$ cat src/design/lkv_pkg.sv
`default_nettype none
// ----------------------------------------------------------------------------
// lkv_pkg
// Shared types and constants for the LRU key/value cache.
// ----------------------------------------------------------------------------
package lkv_pkg;

   localparam int KEY_W  = 32;
   localparam int DATA_W = 32;
   localparam int CAP_W  = 5;

   localparam logic       OP_GET    = 1'b0;
   localparam logic       OP_PUT    = 1'b1;
   localparam logic [4:0] CAP_RESET = 5'd16;

   // One slot of the recency-ordered row
   typedef struct packed {
      logic              valid;
      logic [KEY_W-1:0]  key;
      logic [DATA_W-1:0] data;
   } slot_type;

   // Per-cell control from the top level
   typedef struct packed {
      logic load;
   } cell_ctrl_type;

endpackage
`default_nettype wire

$ cat src/design/lkv_cell.sv
`default_nettype none
// ----------------------------------------------------------------------------
// lkv_cell
// One slot of the cache row: holds a key/value entry, compares it against the
// lookup key and loads the entry of its upstream neighbor when told to.
// ----------------------------------------------------------------------------
module lkv_cell
   import lkv_pkg::*;
(
   input  wire logic             clock,
   input  wire logic             reset,
   input  wire cell_ctrl_type    ctrl,
   input  wire logic [KEY_W-1:0] lookup_key,
   input  wire slot_type         prev_slot,
   output slot_type              slot,
   output logic                  match
);

   logic              valid_ff;
   logic [KEY_W-1:0]  key_ff;
   logic [DATA_W-1:0] data_ff;

   always_ff @(posedge clock) begin
      if (reset) begin
         valid_ff <= 1'b0;
      end else if (ctrl.load) begin
         valid_ff <= 1'b1;
      end
   end

   always_ff @(posedge clock) begin
      if (ctrl.load) begin
         key_ff  <= prev_slot.key;
         data_ff <= prev_slot.data;
      end
   end

   assign slot.valid = valid_ff;
   assign slot.key   = key_ff;
   assign slot.data  = data_ff;
   assign match      = valid_ff && (key_ff == lookup_key);

endmodule
`default_nettype wire

$ cat src/design/lru_key_value_cache.sv
`default_nettype none
// ----------------------------------------------------------------------------
// lru_key_value_cache
// Fully associative key/value store with least-recently-used replacement,
// built as a row of cells kept in recency order (cell 0 most recent).
// ----------------------------------------------------------------------------
//  channel  direction  signals                       contents
//  req      in         req_tvalid/tready/tdata/tuser  get or put item
//  rsp      out        rsp_tvalid/tready/tdata/tuser  hit flag and read value
//  csr      in         csr_wr_en/csr_wr_data          capacity register
//
// One item per cycle while the output register is free: every cell compares
// its key in the same cycle and the cells up to the hit or insert position
// load from their neighbor at the accepting edge. The result sits in an output
// register, so req_tready stays high while that register is empty or being
// taken. Reset clears the valid bits and the fill count; capacity resets to 16.
// ----------------------------------------------------------------------------
module lru_key_value_cache
   import lkv_pkg::*;
#(
   parameter int MAX_ENTRIES = 16
)
(
   input  wire logic             clock,
   input  wire logic             reset,
   input  wire logic             req_tvalid,
   output logic                  req_tready,
   input  wire logic [63:0]      req_tdata,   // key[31:0], write_value[63:32]
   input  wire logic             req_tuser,   // operation[0]
   output logic                  rsp_tvalid,
   input  wire logic             rsp_tready,
   output logic [31:0]           rsp_tdata,   // read_value[31:0]
   output logic                  rsp_tuser,   // hit[0]
   input  wire logic             csr_wr_en,
   input  wire logic [CAP_W-1:0] csr_wr_data
);

   localparam int CNT_W = $clog2(MAX_ENTRIES + 1);

   logic [CAP_W-1:0]       capacity_ff;
   logic [CNT_W-1:0]       occ_ff, occ_in;
   logic                   rsp_valid_ff;
   logic                   rsp_hit_ff;
   logic [DATA_W-1:0]      rsp_data_ff;

   logic                   accept;
   logic                   op;
   logic [KEY_W-1:0]       in_key;
   logic [DATA_W-1:0]      in_value;
   logic [CNT_W-1:0]       cap_eff;
   logic [CNT_W-1:0]       occ_trim;
   logic [CNT_W-1:0]       pos;
   logic                   hit;
   logic                   insert;
   logic                   shift;
   logic [MAX_ENTRIES-1:0] match;
   logic [CNT_W-1:0]       hit_pos;
   logic [DATA_W-1:0]      hit_data;
   slot_type               new_slot;
   slot_type               slots [MAX_ENTRIES];
   cell_ctrl_type          ctrl  [MAX_ENTRIES];

   assign op       = req_tuser;
   assign in_key   = req_tdata[31:0];
   assign in_value = req_tdata[63:32];

   assign req_tready = !rsp_valid_ff || rsp_tready;
   assign accept     = req_tvalid && req_tready;

   // Keys are unique in the row, so at most one cell matches
   always_comb begin
      hit_pos  = '0;
      hit_data = '0;
      for (int i = 0; i < MAX_ENTRIES; i++) begin
         hit_pos  = hit_pos  | ({CNT_W{match[i]}} & CNT_W'(i));
         hit_data = hit_data | ({DATA_W{match[i]}} & slots[i].data);
      end
   end
   assign hit = |match;

   always_comb begin
      if (32'(capacity_ff) > MAX_ENTRIES) begin
         cap_eff = CNT_W'(MAX_ENTRIES);
      end else begin
         cap_eff = CNT_W'(capacity_ff);
      end
   end

   // Full store: drop the least recent entry by overwriting its slot
   assign occ_trim = (occ_ff >= cap_eff && occ_ff != '0) ? occ_ff - 1'b1 : occ_ff;
   assign insert   = (op == OP_PUT) && !hit && (cap_eff != '0);
   assign pos      = hit ? hit_pos : occ_trim;
   assign shift    = accept && (hit || insert);
   assign occ_in   = (accept && insert) ? occ_trim + 1'b1 : occ_ff;

   assign new_slot.valid = 1'b1;
   assign new_slot.key   = in_key;
   assign new_slot.data  = (op == OP_PUT) ? in_value : hit_data;

   for (genvar g = 0; g < MAX_ENTRIES; g++) begin : g_cell
      assign ctrl[g].load = shift && (CNT_W'(g) <= pos);
      lkv_cell u_cell (
         .clock      (clock),
         .reset      (reset),
         .ctrl       (ctrl[g]),
         .lookup_key (in_key),
         .prev_slot  ((g == 0) ? new_slot : slots[(g == 0) ? 0 : g - 1]),
         .slot       (slots[g]),
         .match      (match[g])
      );
   end

   always_ff @(posedge clock) begin
      if (reset) begin
         capacity_ff <= CAP_RESET;
      end else if (csr_wr_en) begin
         capacity_ff <= csr_wr_data;
      end
   end

   always_ff @(posedge clock) begin
      if (reset) begin
         occ_ff       <= '0;
         rsp_valid_ff <= 1'b0;
      end else begin
         occ_ff <= occ_in;
         if (accept) begin
            rsp_valid_ff <= 1'b1;
         end else if (rsp_tready) begin
            rsp_valid_ff <= 1'b0;
         end
      end
   end

   always_ff @(posedge clock) begin
      if (accept) begin
         rsp_hit_ff <= hit;
         if (op == OP_PUT) begin
            rsp_data_ff <= '0;
         end else if (hit) begin
            rsp_data_ff <= hit_data;
         end else begin
            rsp_data_ff <= '1;
         end
      end
   end

   assign rsp_tvalid = rsp_valid_ff;
   assign rsp_tuser  = rsp_hit_ff;
   assign rsp_tdata  = rsp_data_ff;

endmodule
`default_nettype wire

$ cat config.mk
export PLATFORM = sky130hd
export DESIGN_NAME = lru_key_value_cache
export DESIGN_NICKNAME = d
export VERILOG_FILES = /design/src/design/lkv_pkg.sv /design/src/design/lkv_cell.sv /design/src/design/lru_key_value_cache.sv
export SDC_FILE = /design/constraint.sdc
export NUM_CORES = 2
export LEC_CHECK = 0
export ABC_CLOCK_PERIOD_IN_PS = 20900
export BUFFER_PORTS_ARGS = -buffer_cell sky130_fd_sc_hd__buf_2
export CAP_MARGIN = 20
export CORE_MARGIN = 1.5
export CORE_UTILIZATION = 35
export CTS_BUF_LIST = sky130_fd_sc_hd__clkbuf_16
export DETAILED_ROUTE_END_ITERATION = 8
export PLACE_DENSITY = 0.52
export SLEW_MARGIN = 40
export SYNTH_ARGS = -nofsm -noshare
export SYNTH_HDL_FRONTEND = slang
export SYNTH_SLANG_ARGS = --single-unit
export TNS_END_PERCENT = 100
$ cat constraint.sdc
create_clock -name clock -period 20.9 [get_ports clock]
set_clock_uncertainty 0.15 [all_clocks]
set_input_delay 3.135 -clock clock [delete_from_list [all_inputs] [get_ports clock]]
set_output_delay 3.135 -clock clock [all_outputs]
set_load 0.005 [all_outputs]
After elaboration in Yosys (flattened, before gate mapping)
Cells that the tools add are included.
- add/subtract/negate cells: 2
- magnitude comparators: 18
- equality and inequality tests: 16
- muxes and demuxes: 7
- bitwise operators: 45
- reduce and logical (&&, ||, !) cells: 46
- operators by type and width (operator ; number):
    $and 32x32->32 ; 16
    $eq 32x32->1 ; 16
    $or 32x32->32 ; 15
    $mux 32 ; 2
    $le 4x5->1 const A ; 8
    $logic_and 1x1->1 ; 38
    $or 4x4->4 ; 7
    $le 3x5->1 const A ; 4
    $reduce_or 16->1 ; 1
    $mux 5 ; 3
    $le 1x5->1 const A ; 2
    $le 2x5->1 const A ; 2
    $reduce_bool 5->1 ; 2
    $or 3x3->3 ; 3
    $add 5x1->5 const B ; 1
    $ge 5x5->1 ; 1
    $gt 5x5->1 const B ; 1
    $sub 5x1->5 const B ; 1
    $or 3x4->4 ; 1
    $or 2x3->3 ; 1
    $logic_not 1->1 ; 2
    $logic_or 1x1->1 ; 2
    $mux 1 ; 2
    $or 1x2->2 ; 1
    2 further kinds ; 2
- bits in registers: 1084
- input port bits: 75
- output and inout port bits: 35

Depth between registers and ports, before layout
- depth after elaboration: 19
- depth in mapped cells: 16
- mapped depth without buffers: 14

Cells and area by module
Synthesis repeated with hierarchy kept, for this count alone.
- cells, all modules: 2521
- area total of the unflattened synthesis: 42442.0 um2
- modules (own cells, without submodules) (module ; instances ; cells an instance ; area an instance (um2) ; seq. area each (um2)):
    lkv_cell ; 16 ; 112 ; 2312.2 ; 1941.9
    lru_key_value_cache ; 1 ; 729 ; 5446.5 ; 1211.2

Least setup slack after synthesis
Ideal clock, no wire load.
- path type: input port to flip-flop
- start point: input port req_tdata[25]
- end point: register g_cell[11].u_cell.data_ff[0], enable pin
- library setup time: 0.574 ns
- data arrival time: 9.754 ns
- path slack: 10.422 ns
- stages on the path: 12
- path through: buf_4 buf_6 xor2_1 nor4_1 nand4_1 nor4_4 nor4_2 nand4_2 o21ai_2 buf_6 a21o_1 o21ai_0
- word-level cells in the longest chain between the ends: 19
- elaborated cells on any way between the ends: 55
- those cells by class: order compare (1); eq/ne (16); mux (1); bitwise (14); reduce/logical (23)
- ends and longest elaborated chain (element ; RTL line ; RTL):
    start: declaration ; lru_key_value_cache.sv:28 ; input wire logic [63:0] req_tdata,
    $eq 32x32->1 ; lkv_cell.sv:41 ; assign match = valid_ff && (key_ff == lookup_key);
    $logic_and 1x1->1 ; lkv_cell.sv:41 ;
    $or 1x2->2 ; lru_key_value_cache.sv:75 ; hit_pos = hit_pos | ({CNT_W{match[i]}} & CNT_W'(i));
    $or 2x2->2 ; lru_key_value_cache.sv:75 ;
    $or 2x3->3 ; lru_key_value_cache.sv:75 ;
    $or 3x3->3 (3 in series) ; lru_key_value_cache.sv:75 ;
    $or 3x4->4 ; lru_key_value_cache.sv:75 ;
    $or 4x4->4 (7 in series) ; lru_key_value_cache.sv:75 ;
    $mux 5 ; lru_key_value_cache.sv:92 ; assign pos = hit ? hit_pos : occ_trim;
    $le 4x5->1 ; lru_key_value_cache.sv:101 ; assign ctrl[g].load = shift && (CNT_W'(g) <= pos);
    $logic_and 1x1->1 (*) ; lru_key_value_cache.sv:101 ;
    net g_cell[11].u_cell.ctrl ; lkv_cell.sv:12 ; input wire cell_ctrl_type ctrl,
    end signal: assignment ; lkv_cell.sv:34 ; data_ff <= prev_slot.data;
    end: declaration ; lkv_cell.sv:21 ; logic [DATA_W-1:0] data_ff;
Mark *: on every way through the listed nets, which the timed path passes. The rest lies on a longest branch.
A chain may end at the register's enable or synchronous reset.

Worst setup path after layout
- start point: input port req_tdata[29]
- end point: register g_cell[9].u_cell.data_ff[24], enable pin
- word-level cells in the longest chain between the ends: 19
- elaborated cells on any way between the ends: 55
- those cells by class: order compare (1); eq/ne (16); mux (1); bitwise (14); reduce/logical (23)
- ends and longest elaborated chain (element ; RTL line):
    $eq 32x32->1 ; lkv_cell.sv:41
    $logic_and 1x1->1 ; lkv_cell.sv:41
    $or 1x2->2 ; lru_key_value_cache.sv:75
    $or 2x2->2 ; lru_key_value_cache.sv:75
    $or 2x3->3 ; lru_key_value_cache.sv:75
    $or 3x3->3 (3 in series) ; lru_key_value_cache.sv:75
    $or 3x4->4 ; lru_key_value_cache.sv:75
    $or 4x4->4 (7 in series) ; lru_key_value_cache.sv:75
    $mux 5 ; lru_key_value_cache.sv:92
    $le 4x5->1 ; lru_key_value_cache.sv:101
    $logic_and 1x1->1 (*) ; lru_key_value_cache.sv:101
    net g_cell[9].u_cell.ctrl ; lkv_cell.sv:12
    end signal: assignment ; lkv_cell.sv:34
    end: declaration ; lkv_cell.sv:21
Marked as above.

==> impl_results.md <==
- Status: finished clean
- Clock Pin Slew Worst Setup and Hold Paths: approximately 60 ps
- Fmax: 0.1091 GHz
- Register share of total power: 0.540
- Final HPWL DP: 77450 um
- Clk Latency, worst-skew pair: 690 ps
- Most common cell in the netlist: edfxtp_1
- Power per cell area: between 90 and 100 nW/um^2
- Seq cells post-synth: 1084
- Largest net degree at the start of global routing: 71
- # DRC: 0
- Gpl congestion: 0.8577
- Tmin final: ~9200 ps
- Setup TNS: 0 ps
- Critical path buffer and inverter count: 6
- CTS Hold Bufs: 0
- Worst slew pin tran: 857.5 ps
- FF-to-FF End: g_cell[9].u_cell.data_ff[24]
- Post-CTS setup buffers: 0
- Worst setup margin: 11730 ps
- Hold depth: 0
- Die Width: 354.5 um
- Hold EP: g_cell[8].u_cell.data_ff[18]
- Critical path peak fanout: 52
- Int Power: 3.589 mW
- Syn nets: 2660
- 1st-iter DRT viols: around 2300
- Pre-CTS setup slack: 11020 ps
- Ranking of synthesized cells by area: edfxtp_1 73%, xor2_1 9.4%, a22oi_1 2.2%
- Vias in the first global route: 24830
- First-pass GRT wire length: 181200 um
- Critical path class: in -> reg
- Grt ovf: 0
- Fin. max-slew vios: 0
- P_leak: 16.33 nW
- Final wirelength: approximately 130000 um
- CP Cell Sequence: buf_2 -> xor2_1 -> nor4_1 -> nand4_1 -> nor4_4 -> buf_4 -> nor4_1 -> nand4_2 -> o21ai_2 -> clkinv_2 -> nand2_1 -> clkinv_2 -> buf_4 -> o21a_4 -> buf_4
- Critical Path Start Type: primary input
- Clock Path Buffers: 3
- Clk root buf: clkbuf_16
- Core Rows: 128
- Switching Share: 0.2265
- Final nets: about 2800
- Final Hold Viols: 0
- CP Depth: 15
- Synth Cell Area: 43240 um^2
- Syn_area_per_cell: roughly 17 um^2
- Worst vdd ir: between 0.07 and 0.08 mV
- Crit path top cell by count: buf_4
- CTS sink cnt: 1084
- Depth of the worst register-to-register path: 14
- Filler cells: 11070
- Part of the power in combinational logic: 0.049
- Die height: 354.5 um
- Core Region: 122200 um^2
- R2R Setup Slk: 14290 ps
- Avg WL per Cell: around 29 um
- IO Count: 110
- Yosys warnings: 0
- CTS tree: done
- Gr usage total: 0.1983
- Async S/R FF share, synth: 0
- Delay-heaviest family, CP: buffers and inverters
- N_diodes: 0
- Crit path largest cell delay: 700 ps
- Crit path required time: 21050 ps
- Post-synth EDFFs: 1057
- Library cells used by synthesis: 66
- Layout cells sized above 1: 0.1345
- Switch Pwr: 1.051 mW
- Leading area contributor after synthesis: edfxtp_1
- MaxCap Viol Count: 0
- Sequential share of the synthesized area: 0.7466
- Avg Vias per Cell: about 5.5
- Worst r2r src: g_cell[11].u_cell.key_ff[6]
- Vias: 24150
- Yosys top cell area share: 0.7341
- Hold Startpoint: g_cell[7].u_cell.data_ff[18]
- Initial DRT Pass Iterations: 6
- Clock network power share: 0.411
- Num CTS Buffers: 107
- Top FF cell, synth: edfxtp_1
- PostCTS Resize Cnt: 0
- CP arrival: ~9300 ps
- Routed Antenna Nets: 0
- CP max-delay cell: buf_4
- Slew Limit Headroom: 0.4283
- H-tree levels: 3
- Endpoints failing setup: 0
- Initial Utilization: 0.3538
- Antenna violations before repair: 1
- Number of buffers added on ports: 109
- Final worst-path cycle share: 0.4387
- Hold crit path type: reg -> reg
- Top cells by count, synth: 1057 x edfxtp_1, 463 x xor2_1, 129 x a22oi_1
- Syn Inst Count: 2578
- Worst setup EP type: flop
- Syn-to-layout area delta: 13.49%
- RSZ-0062 raised after global routing: false
- Die ar.: 125600 um^2
[power by group through the flow]
stage | logic, mW | registers [mW] | clock network [mW]
2_1_floorplan | 0.142 | 2.53 | 0
3_3_place_gp | 0.226 | 2.55 | 0
3_5_place_dp | 0.228 | 2.55 | 0
4_1_cts | 0.229 | 2.50 | 1.94
5_1_grt | 0.244 | 2.51 | 2.02
6_report | 0.228 | 2.50 | 1.91
[cells by family after synthesis]
logic type      synth area share
flops                     0.7466
xor+xnor                  0.1053
simple gates             0.05357
compound gates           0.06448
buf+inv                  0.02518
mux                     0.002778
fa+ha+maj               0.002026
[how the worst max path moves through the flow]
stage                              from  slack [ps]                           end
after detailed placement  req_tdata[10]       11020  g_cell[9].u_cell.data_ff[24]
after floorplan           req_tdata[25]       10420  g_cell[11].u_cell.data_ff[0]
after global placement     req_tdata[6]       11100  g_cell[9].u_cell.data_ff[28]
after CTS                 req_tdata[10]       11730  g_cell[9].u_cell.data_ff[24]
final                     req_tdata[29]       11730  g_cell[9].u_cell.data_ff[24]
after global routing      req_tdata[10]       11430  g_cell[9].u_cell.data_ff[21]
[worst register-to-register path, cell delays in order (launching register included)]
cell,delay (ps)
edfxtp_1,420
xor2_1,160
nor4_1,490
nand4_1,350
nor4_4,350
buf_4,620
nor4_1,210
nand4_2,170
o21ai_2,230
clkinv_2,460
nand2_1,290
clkinv_2,390
buf_4,700
o21a_4,570
buf_4,620
[final cells by class]
type | instances | area [um^2] | area share
sequential | 1084 | 32280 | 0.6579
multi-input combinational | 1311 | 10090 | 0.2055
clock buffer | 110 | 2753 | 0.05610
tap | 1625 | 2033 | 0.04144
timing repair buffer | 160 | 1039 | 0.02116
clock inverter | 89 | 691.9 | 0.01410
inverter | 48 | 186.4 | 0.003799
[registers in the layout, indices dropped and copies added (netlist names)]
signal	flops
capacity_ff	5
g_cell.u_cell.data_ff	512
g_cell.u_cell.key_ff	512
g_cell.u_cell.valid_ff	16
occ_ff	5
rsp_tdata	32
rsp_tuser	1
rsp_tvalid	1
[placed cells by master, fill, tap and decap left out, drive strengths merged, types with 9 or more instances in the layout]
master	synthesis	final
nand2	26	26
clkbuf	47	110
nor4	123	123
edfxtp	1057	1057
bufinv	0	9
inv	48	55
mux2i	12	12
clkinv	0	65
nor2	57	57
nand3	88	88
a22oi	129	129
xor2	463	463
xnor2	57	57
dfxtp	27	27
a21oi	71	71
nor3	55	55
a22o	64	64
a221oi	65	65
o21a	11	11
nand4	27	27
buf	88	160
[stage by stage]
step,util,std cells,hold WS [ps],cell area (um^2),total power [mW]
finish,0.4016,4427,284.9,49070,4.640
global route,0.4016,4427,301.7,49070,4.773
CTS,0.4012,4426,275.0,49030,4.676
detailed placement,0.3730,4227,283.2,45580,2.777
global placement,0.3718,4220,278.2,45430,2.774
floorplan,-,2578,275.8,43240,2.676
[layer usage]
| metal | vias up | GRT usage | share of wire |
|---|---|---|---|
| met5 | - | 0 | 0.00010 |
| met4 | 2 | 0.06128 | 0.027 |
| met3 | 235 | 0.03018 | 0.071 |
| met2 | 1220 | 0.3289 | 0.48 |
| met1 | 12460 | 0.2684 | 0.42 |
| li1 | 10240 | - | - |
No activity file was read; power rests on OpenSTA's default activity.
